**config.mk**
```make
export PLATFORM = sky130hd
export DESIGN_NAME = sacl_ram
export DESIGN_NICKNAME = d
export VERILOG_FILES = /design/src/rtl/core/sacl_ram.sv
export SDC_FILE = /design/constraint.sdc
export NUM_CORES = 1
export LEC_CHECK = 0
export ABC_AREA = 1
export BUFFER_PORTS_ARGS = -buffer_cell sky130_fd_sc_hd__buf_4
export CAP_MARGIN = 20
export CORE_AREA = 4 4 215 300
export DETAILED_ROUTE_END_ITERATION = 7
export DIE_AREA = 0 0 219 304
export GPL_ROUTABILITY_DRIVEN = 0
export GPL_TIMING_DRIVEN = 0
export PLACE_DENSITY = 0.63
export SLEW_MARGIN = 20
export SYNTH_ARGS = -nofsm -noshare
export SYNTH_HDL_FRONTEND = slang
export SYNTH_SLANG_ARGS = --single-unit
```
**constraint.sdc**
```tcl
create_clock -name clock -period 2.4 [get_ports clock]
set_input_delay 0.72 -clock clock [delete_from_list [all_inputs] [get_ports clock]]
set_output_delay 0.72 -clock clock [all_outputs]
set_load 0.02 [all_outputs]
```
**src/rtl/core/sacl_ram.sv**
```systemverilog
`default_nettype none

// Simple dual-port RAM, one write and one registered read per cycle
module sacl_ram #(
   parameter int WIDTH = 8,
   parameter int DEPTH = 64
) (
   input  wire logic                                        clock,
   input  wire logic                                        wr_en,
   input  wire logic [((DEPTH > 1) ? $clog2(DEPTH) : 1)-1:0] wr_addr,
   input  wire logic [WIDTH-1:0]                            wr_data,
   input  wire logic                                        rd_en,
   input  wire logic [((DEPTH > 1) ? $clog2(DEPTH) : 1)-1:0] rd_addr,
   output      logic [WIDTH-1:0]                            rd_data
);
   logic [WIDTH-1:0] mem_ff [DEPTH];
   logic [WIDTH-1:0] rd_data_ff;

   always_ff @(posedge clock) begin
      if (wr_en) begin
         mem_ff[wr_addr] <= wr_data;
      end
      if (rd_en) begin
         rd_data_ff <= mem_ff[rd_addr];
      end
   end

   assign rd_data = rd_data_ff;
endmodule

`default_nettype wire

```
# Word level (Yosys, flattened, before mapping)
# Memory sizes are Yosys's and may differ from the RTL's. A register that Yosys moved wholly into a read port is not among the register bits.
# Cells that the tools add are included.
[totals]
regBits = 0
mem_bits_rw = 512
input_bits = 23
wordCells = 3
mem_count = 1
[classes]
n_mux = 2
[mem_list]
columns = ["memory", "depth", "width", "read_ports", "rd_clocked_by_memory_dff", "write_ports", "line_no", "source"]
rows = [
  ["mem_ff", 64, 8, 1, 1, 1, "16", "logic [WIDTH-1:0] mem_ff [DEPTH];"],
]
[op_table]
columns = ["op", "n"]
rows = [
  ["$mux 1", 2],
]

# Depth between registers and ports, before layout
# Gate-level depths: netlist (run 1).
[logic_depth]
ltp_word = 2
mapped_depth = 12
mapped_depth_nobuf = 9

# Worst setup path after synthesis (run 1)
# Ideal clock, no wire load.
[synth_path]
path_type = "input to register"
from = "input wr_en"
to = "memory mem_ff[48][0] (enable)"
setup_ps = 395
arrival_ps = 2091
required_time_ps = 2005
setup_slack_ps = -86
cell_stages = 3
cell_sequence = "clkbuf_1 nand4_1 nor4_1"
[synth_via]
elab_chain_len = 2
[synth_lines]
columns = ["item", "line_no", "source"]
rows = [
  ["from (decl)", "9", "input wire logic wr_en,"],
  ["$mux 1", "20", "if (wr_en) begin"],
  ["$mux 1 (implied by the code)", "21", "mem_ff[wr_addr] <= wr_data;"],
  ["to (decl)", "16", ""],
]
# No other way between the ends.

# Worst setup path in the final report (run 1)
[layout_path]
from = "input wr_addr[0] (netlist bit)"
to = "memory mem_ff[4][2] (enable)"
[layout_lines]
columns = ["item", "line_no", "source"]
rows = [
  ["from (decl)", "10", "input wire logic [((DEPTH > 1) ? $clog2(DEPTH) : 1)-1:0] wr_addr,"],
]
# No word-level cell before the write port.

==> results of run 1 <==
-- worst max path at each step --
stage	startpoint	to	slack, ns	cells after the start
2_1_floorplan	wr_en	mem_ff[48][0]	-0.09	3
3_3_place_gp	wr_en	mem_ff[53][0]	-1.12	3
3_5_place_dp	wr_addr[2]	mem_ff[27][5]	-0.88	4
4_1_cts	wr_addr[0]	mem_ff[4][2]	-0.14	4
5_1_grt	wr_addr[0]	mem_ff[20][2]	-0.24	4
6_report	wr_addr[0]	mem_ff[4][2]	-0.25	4
-- cell usage after synthesis, drive strengths merged --
cell    instances  area share (%)
nand4           9            0.26
nand3         439              10
inv            12            0.23
nor2           56            0.98
edfxtp        520              73
nand2         648              11
nor4            8            0.23
buf            98             3.5
clkbuf         15            0.26
-- state kept, by name (all words and copies together), names as in the netlist --
name and count:
rd_data 8, mem_ff 512
-- critical path, delay by kind of cell --
family	cells	cell delay, ns
and+or+nand+nor	2	1.56
buffers and inverters	2	0.55
-- timing repair --
action / in CTS / in global routing
setup endpoints to repair: 318 / 392
gates resized for setup: 30 / 21
pin swaps: 0 / 3
buffers inserted: 0 / 10
endpoints found under the hold margin: 0 / 0
-- per-stage QoR --
step	area [um^2]	TNS, ns	utilization [%]	hold WS (ns)
floorplan	21420	-5.511	-	0.7972
global placement	22620	-276.76	36.54	0.9447
detailed placement	22710	-298.05	36.69	0.9539
CTS	24230	-17.98	39.15	0.4796
global route	24380	-16.65	39.39	0.5087
finish	24380	-12.98	39.39	0.5156
-- final cells by class --
cell class | count | area [um^2] | area share (%)
clock buffers | 58 | 1260 | 5.168
well taps | 825 | 1032 | 4.234
repair buffers | 40 | 280.3 | 1.150
clock inverters | 25 | 188.9 | 0.7750
inverters | 12 | 50.05 | 0.2053
diodes | 1 | 2.502 | 0.01026
flip-flops and latches | 520 | 15620 | 64.05
multi-input cells | 1160 | 5141 | 21.09
plain buffers | 113 | 808.3 | 3.316
-- routing by layer --
metal / routed length, um / GRT usage [%] / vias to the layer above
met5: 13 / 0 / -
met4: 5290 / 12.38 / 2
met3: 4779 / 3.136 / 244
met2: 31270 / 32.01 / 730
met1: 22270 / 21.42 / 7066
li1: - / - / 6542
-- kinds of logic (layout without fill, tap and decap cells) --
family	count (synthesis)	in the layout	synth area share, %
buffers and inverters	125	248	4.007
and+or+nand+nor	1160	1160	23.09
DFF	520	520	72.90
other	0	1	0
-- power by group --
group          internal [mW]  switching [mW]  leakage [nW]
Clock                   4.03            3.21         0.707
Sequential              10.1          0.0202          4.69
Combinational          0.357            1.05          3.24
==> impl_metrics.tcl, run 1 <==
set metrics [dict create \
    dieHeight_um 304 \
    die_w_um 219 \
    worst_slack_ns -0.2477 \
    cts_made_buffers 47 \
    ys_warn_count 0 \
    timing.rr.end "rd_data[0]" \
    cp_data_required_time_ns 2.59 \
    core-area_um2 61890 \
    rows 108 \
    cts_max_level 2 \
    slowest_delay_ns 0.91 \
    arrival_ns 2.84 \
    gr-usage-all-layers_pct 18.72 \
    grt_pass1_wl_mm 92.31 \
    power.leakage_nw 8.627 \
    final-max-slew-violation-count 0 \
    synth_cell_types 15 \
    synth-seq-cells 520 \
    rr_startpoint "mem_ff[48][0]" \
    path_cells "clkbuf_1 > inv_1 > nand4_1 > nor2_1" \
    clkSinkCount 520 \
    hold_path.class "in2reg" \
    hold_violations 0 \
    dpl.hpwl_mm 43.23 \
    ir_worst_vdd_v 0.0005776 \
    syn_area_um2 21420 \
    drt-wirelength-per-cell_um 23.10 \
    rsz0062_at_grt "yes" \
    cap_violations 0 \
    clkTransAtPathRegs_ns 0.06 \
    antenna_found_initial 2 \
    tightestPinTransition_ns 0.8736 \
    synth-seq-area-share_pct 72.90 \
    r2r_cells 8 \
    initial_core_util_pct 34.61 \
    worstSetupPathType "in2reg" \
    clock_latency_ns 0.58 \
    placedCellCount 2660 \
    synth.net_count 1828 \
    violations "negative setup slack" \
    fin_skew_ns 0.02473 \
    nFillCells 5870 \
    setup_viol 96 \
    die-area_um2 66580 \
    final_common_cell "nand2_1" \
    cts_hold_buf 0 \
    r2r_setup_slack_ns 0.77 \
    overflow 0 \
    layout_common_cells "nand2_1 (648), edfxtp_1 (520), nand3_1 (439)" \
    antenna_left 0 \
    grt_max_degree 65 \
    cts_tree "done" \
    ioPinCount 31 \
    nets 1917 \
    postSynthAreaPerCell_um2 11.87 \
    cp_slowest_cell "nor2_1" \
    critPathLaunchType "input port" \
    clockBufferDepth 3 \
    hold_end "rd_data[6]" \
    worstSetupEndpointType "flip-flop" \
    min_from "rd_en" \
    num_vias 14584 \
    max_freq_mhz 377.7 \
    via_per_inst 5.296 \
    dr.pass1.iters 7 \
    post-route-min-period_ns 2.648 \
    slew_headroom_pct 41.76 \
    hold_depth 1 \
    status "complete, but fails checks" \
    syn-instance-count 1805 \
    pre_cts_ws_ns -0.8752 \
    io_buffers 22 \
    cts-root-buf "clkbuf_16" \
    syn_to_final_growth_pct 13.82 \
    drive_gt1_share_pct 12.55 \
    drt_iter0_drc 1551 \
    post-route-drc-count 0 \
    fin_cells 2754 \
    grt_pass1_vias 14207 \
    fin_crit_sh_pct 110.3 \
    p_total_mw 18.73 \
    critPathMaxFanout 9 \
    p_per_area_nw_per_um2 768.4 \
    wl_mm 63.62 \
]
Note: power is estimated with default switching activity, not from simulation.
==> inputs of run 2 (changes only) <==
Settings changed: CORE_AREA 4 4 215 300 to 4 4 190 266, DIE_AREA 0 0 219 304 to 0 0 194 270, PLACE_DENSITY 0.63 to 0.74.
==> run 2 against run 1 <==
  * The flow finishes with violations (design-rule violations, negative setup slack)
  * Global-route usage increased by 4.3 points
  * Sequential share of layout area increased by 0.49 points
  * Register-to-register slack improved by 0.08 ns
  * Via count increased by 1.8%
  * Critical path depth unchanged
  * First-iteration DRC count increased by 48%
  * Flip-flop and latch count unchanged
  * Non-clock buffer count decreased by 1
  * Critical endpoint is now mem_ff[22][0]
==> impl_metrics.tcl, run 2 (synthesized netlist as in run 1, its figures left out) <==
set metrics [dict create \
    tightestPinTransition_ns 0.9582 \
    path_cells "clkbuf_1 > inv_1 > nand4_1 > nor2_1" \
    fin_crit_sh_pct 107.5 \
    cts_tree "done" \
    antenna_found_initial 5 \
    critPathTopFamily "simple AND/OR/NAND/NOR gates" \
    cts-root-buf "clkbuf_16" \
    p_total_mw 19.11 \
    hold_path.class "in2reg" \
    cts_max_level 2 \
    syn_to_final_growth_pct 12.94 \
    die-area_um2 52380 \
    r2r_setup_slack_ns 0.85 \
    drt-wirelength-per-cell_um 24.15 \
    final-max-slew-violation-count 0 \
    wl_mm 61.76 \
    placedCellCount 2465 \
    num_vias 14851 \
    worstSetupEndpointType "flip-flop" \
    path_buf_inv 2 \
    worst_slack_ns -0.1810 \
    overflow 0 \
    pre_cts_ws_ns -0.9973 \
    gr-usage-all-layers_pct 23.04 \
    clkSinkCount 520 \
    dr.pass1.iters 8 \
    grt_max_degree 65 \
    clockBufferDepth 3 \
    die_w_um 194 \
    status "complete, but fails checks" \
    hold_violations 0 \
    slowest_delay_ns 0.91 \
    max_freq_mhz 387.5 \
    cts_made_buffers 45 \
    via_per_inst 5.808 \
    worstSetupPathType "in2reg" \
    io_buffers 22 \
    post-route-drc-count 1 \
    cts_hold_buf 0 \
    cp_slowest_cell "nor2_1" \
    violations "design-rule violations, negative setup slack" \
    slew_headroom_pct 35.88 \
    core-area_um2 48020 \
    final_common_cell "nand2_1" \
    rsz0062_at_grt "yes" \
    largest_reg_flops 512 \
    setup_viol 109 \
    critPathMaxFanout 9 \
    grt_pass1_vias 14842 \
    layout_common_cells "nand2_1 (648), edfxtp_1 (520), nand3_1 (439)" \
    cp_data_required_time_ns 2.59 \
    rows 95 \
    fin_skew_ns 0.01842 \
    drt_iter0_drc 2289 \
    ioPinCount 31 \
    antenna_left 0 \
    p_per_area_nw_per_um2 790.0 \
    initial_core_util_pct 44.60 \
    cap_violations 0 \
    regMostFlops "mem_ff" \
    dieHeight_um 270 \
    critPathLaunchType "input port" \
    grt_pass1_wl_mm 91.12 \
    power.leakage_nw 8.673 \
    arrival_ns 2.77 \
    drive_gt1_share_pct 12.31 \
    clock_latency_ns 0.57 \
    post-route-min-period_ns 2.581 \
    clkTransAtPathRegs_ns 0.07 \
    ir_worst_vdd_v 0.0005276 \
    dpl.hpwl_mm 41.51 \
    nets 1914 \
    fin_cells 2557 \
]
-- run 2: cell count changes in the layout (fill, tap and decap cells not counted), moves of 2 or more --
| cell | previous run | this run |
|---|---|---|
| clkbuf_16 | 49 | 47 |
| nor2_1 | 12 | 21 |
| inv_6 | 1 | 3 |
| clkinv_2 | 6 | 8 |
| clkinv_1 | 14 | 10 |
| clkbuf_1 | 24 | 21 |
| bufinv_16 | 3 | 8 |
| nor2_2 | 37 | 28 |
-- run 2: what timing repair did --
item                       4_1_cts  5_1_grt
setup endpoints to repair      192      300
resized for setup               24       18
pin swaps                        1        2
setup buffers                    2        7
-- run 2: power by group --
part	leakage, nW	switching [mW]	internal [mW]
registers	4.69	0.0180	10.1
clock network	0.755	3.22	4.43
logic	3.23	1.02	0.357
total	8.67	4.26	14.9
-- run 2: final timing paths --
kind / startpoint / to / cells after the start
worst max register to register: mem_ff[7][4] / rd_data[4] / 8
worst min-delay path: rd_en / rd_data[7] / 1
worst min register to register: mem_ff[62][1] / rd_data[1] / 8
worst max-delay path: wr_addr[0] / mem_ff[22][0] / 4
-- run 2: routing by layer --
layer	GRT usage, %	up-vias	wire (um)
met5	0	-	14
met4	18.49	2	6106
met3	4.205	309	5769
met2	39.05	985	29980
met1	25.28	7025	19890
li1	-	6530	-
-- run 2: stage by stage --
stage	utilization, %	area, um^2	hold WS, ns	TNS (ns)
2_1_floorplan	-	21420	0.7972	-5.511
3_3_place_gp	46.59	22370	0.9237	-203.17
3_5_place_dp	46.78	22460	0.9346	-268.04
4_1_cts	50.14	24080	0.4226	-7.765
5_1_grt	50.37	24190	0.4294	-8.018
6_report	50.38	24190	0.4287	-9.202
-- run 2: area by class of cell --
cell class                 count  area [um^2]
buffer                       113        808.3
multi-input combinational   1160         5119
antenna                        2        5.005
tap                          630        788.3
inverter                      12        50.05
clock inverter                28        335.3
fill                        4022        23830
clock buffer                  53         1199
sequential                   520        15620
timing repair buffer          39        272.8
==> inputs of run 3 (changes only) <==
Settings changed: SETUP_SLACK_MARGIN set to 0.02.
==> run 3 against run 2 <==
  * The run ends with negative setup slack left
  * Flip-flop and latch count is the same
  * Worst hold slack gained 0.0022 ns
  * Sequential power is essentially flat
  * Final cell count hardly changed
  * Largest power group unchanged
  * Highest routed layer unchanged
==> impl_metrics.tcl, run 3 (synthesized netlist as in run 1, its figures left out) <==
set metrics [dict create \
    status "complete, but fails checks" \
    violations "negative setup slack" \
    cts-root-buf "clkbuf_16" \
    placedCellCount 2465 \
    cp_data_required_time_ns 2.58 \
    timing.rr.end "rd_data[2]" \
    ioPinCount 31 \
    die_w_um 194 \
    dpl.hpwl_mm 41.51 \
    clockBufferDepth 3 \
    critPathLaunch "wr_addr[0]" \
    ir_worst_vdd_v 0.0005276 \
    critPathMaxFanout 9 \
    p_total_mw 19.11 \
    clkTransAtPathRegs_ns 0.07 \
    largest_reg_flops 512 \
    cts_tree "done" \
    dr.pass1.iters 6 \
    arrival_ns 2.71 \
    num_vias 14787 \
    tightestPinTransition_ns 0.9338 \
    post-route-min-period_ns 2.536 \
    hold_path.class "in2reg" \
    cts_hold_buf 0 \
    nets 1915 \
    wl_mm 61.84 \
    design_area_um2 24210 \
    r2r_cells 8 \
    fin_crit_sh_pct 105.6 \
    via_per_inst 5.778 \
    die-area_um2 52380 \
    regArea_um2 15620 \
    fin_skew_ns 0.02175 \
    cap_violations 0 \
    drt_iter0_drc 2198 \
    overflow 0 \
    rr_startpoint "mem_ff[3][2]" \
    final-max-slew-violation-count 0 \
    rows 95 \
    cts_max_level 2 \
    max_freq_mhz 394.4 \
    fin_cells 2559 \
    cts_made_buffers 45 \
    p_per_area_nw_per_um2 789.0 \
    core-area_um2 48020 \
    worst_slack_ns -0.1356 \
    grt_pass1_wl_mm 91.12 \
    nFillCells 4017 \
    fin_util_pct 50.42 \
    critPathLaunchType "input port" \
    drt-wirelength-per-cell_um 24.17 \
    layout_common_cells "nand2_1 (648), edfxtp_1 (520), nand3_1 (439)" \
    hold_violations 0 \
    drive_gt1_share_pct 12.51 \
    post-route-drc-count 0 \
    worstSetupPathType "in2reg" \
    slew_headroom_pct 37.52 \
    multi_input_area_um2 5131 \
    rsz0062_at_grt "yes" \
    setup_viol 85 \
    grt_max_degree 65 \
    clkSinkCount 520 \
    gr-usage-all-layers_pct 23.04 \
    hold_ws_ns 0.4309 \
    final_common_cell "nand2_1" \
    regMostFlops "mem_ff" \
    r2r_setup_slack_ns 0.83 \
    antenna_found_initial 5 \
    initial_core_util_pct 44.60 \
    placed_area_um2 22460 \
    grt_pass1_vias 14842 \
    dieHeight_um 270 \
    crit_end "mem_ff[38][6]" \
    worstSetupEndpointType "flip-flop" \
    power.leakage_nw 8.677 \
    syn_to_final_growth_pct 13.05 \
    io_buffers 22 \
    antenna_left 0 \
    clock_latency_ns 0.56 \
]
[run 3: what timing repair did]
action,CTS,global route
gates resized for setup,25,21
setup buffers,2,8
endpoints found under the setup margin,208,312
pin swaps,1,2
cloned,0,0
[run 3: layer usage]
metal	share of wire [%]	GRT usage (%)
met1	32	25.28
met4	9.9	18.49
met3	9.1	4.205
met5	0.023	0
met2	49	39.05
[run 3: how the worst min path moves through the flow]
stage / cells past startpoint / slack [ns] / endpoint / start
after floorplan: 8 / 0.80 / rd_data[0] / mem_ff[52][0]
after global placement: 8 / 0.92 / rd_data[1] / mem_ff[62][1]
after detailed placement: 8 / 0.93 / rd_data[1] / mem_ff[62][1]
after CTS: 1 / 0.42 / rd_data[7] / rd_en
after global routing: 1 / 0.43 / rd_data[7] / rd_en
final: 1 / 0.43 / rd_data[7] / rd_en
[run 3: metrics by stage]
stage | setup WS (ns) | TNS, ns
after floorplan | -0.08612 | -5.511
after global placement | -0.9357 | -203.17
after detailed placement | -0.9973 | -268.04
after CTS | -0.1748 | -7.765
after global routing | -0.1378 | -7.084
final | -0.1356 | -5.612
[run 3: area by class of cell]
class	instances	share of cell area, %
sequential	520	64.49
multi-input combinational	1160	21.19
clock buffer	53	4.950
buffer	113	3.338
tap	630	3.255
clock inverter	28	1.385
timing repair buffer	40	1.157
inverter	12	0.2067
antenna	3	0.03100
[run 3: where the power goes]
group | switching, mW | leakage, nW | internal (mW)
Clock | 3.21 | 0.755 | 4.43
Sequential | 0.0180 | 4.69 | 10.1
Combinational | 1.02 | 3.24 | 0.357
Total | 4.25 | 8.68 | 14.9
[run 3: critical path, cell delays in order]
cell	delay, ns
clkbuf_1	0.26
inv_1	0.36
nand4_1	0.48
nor2_1	0.89
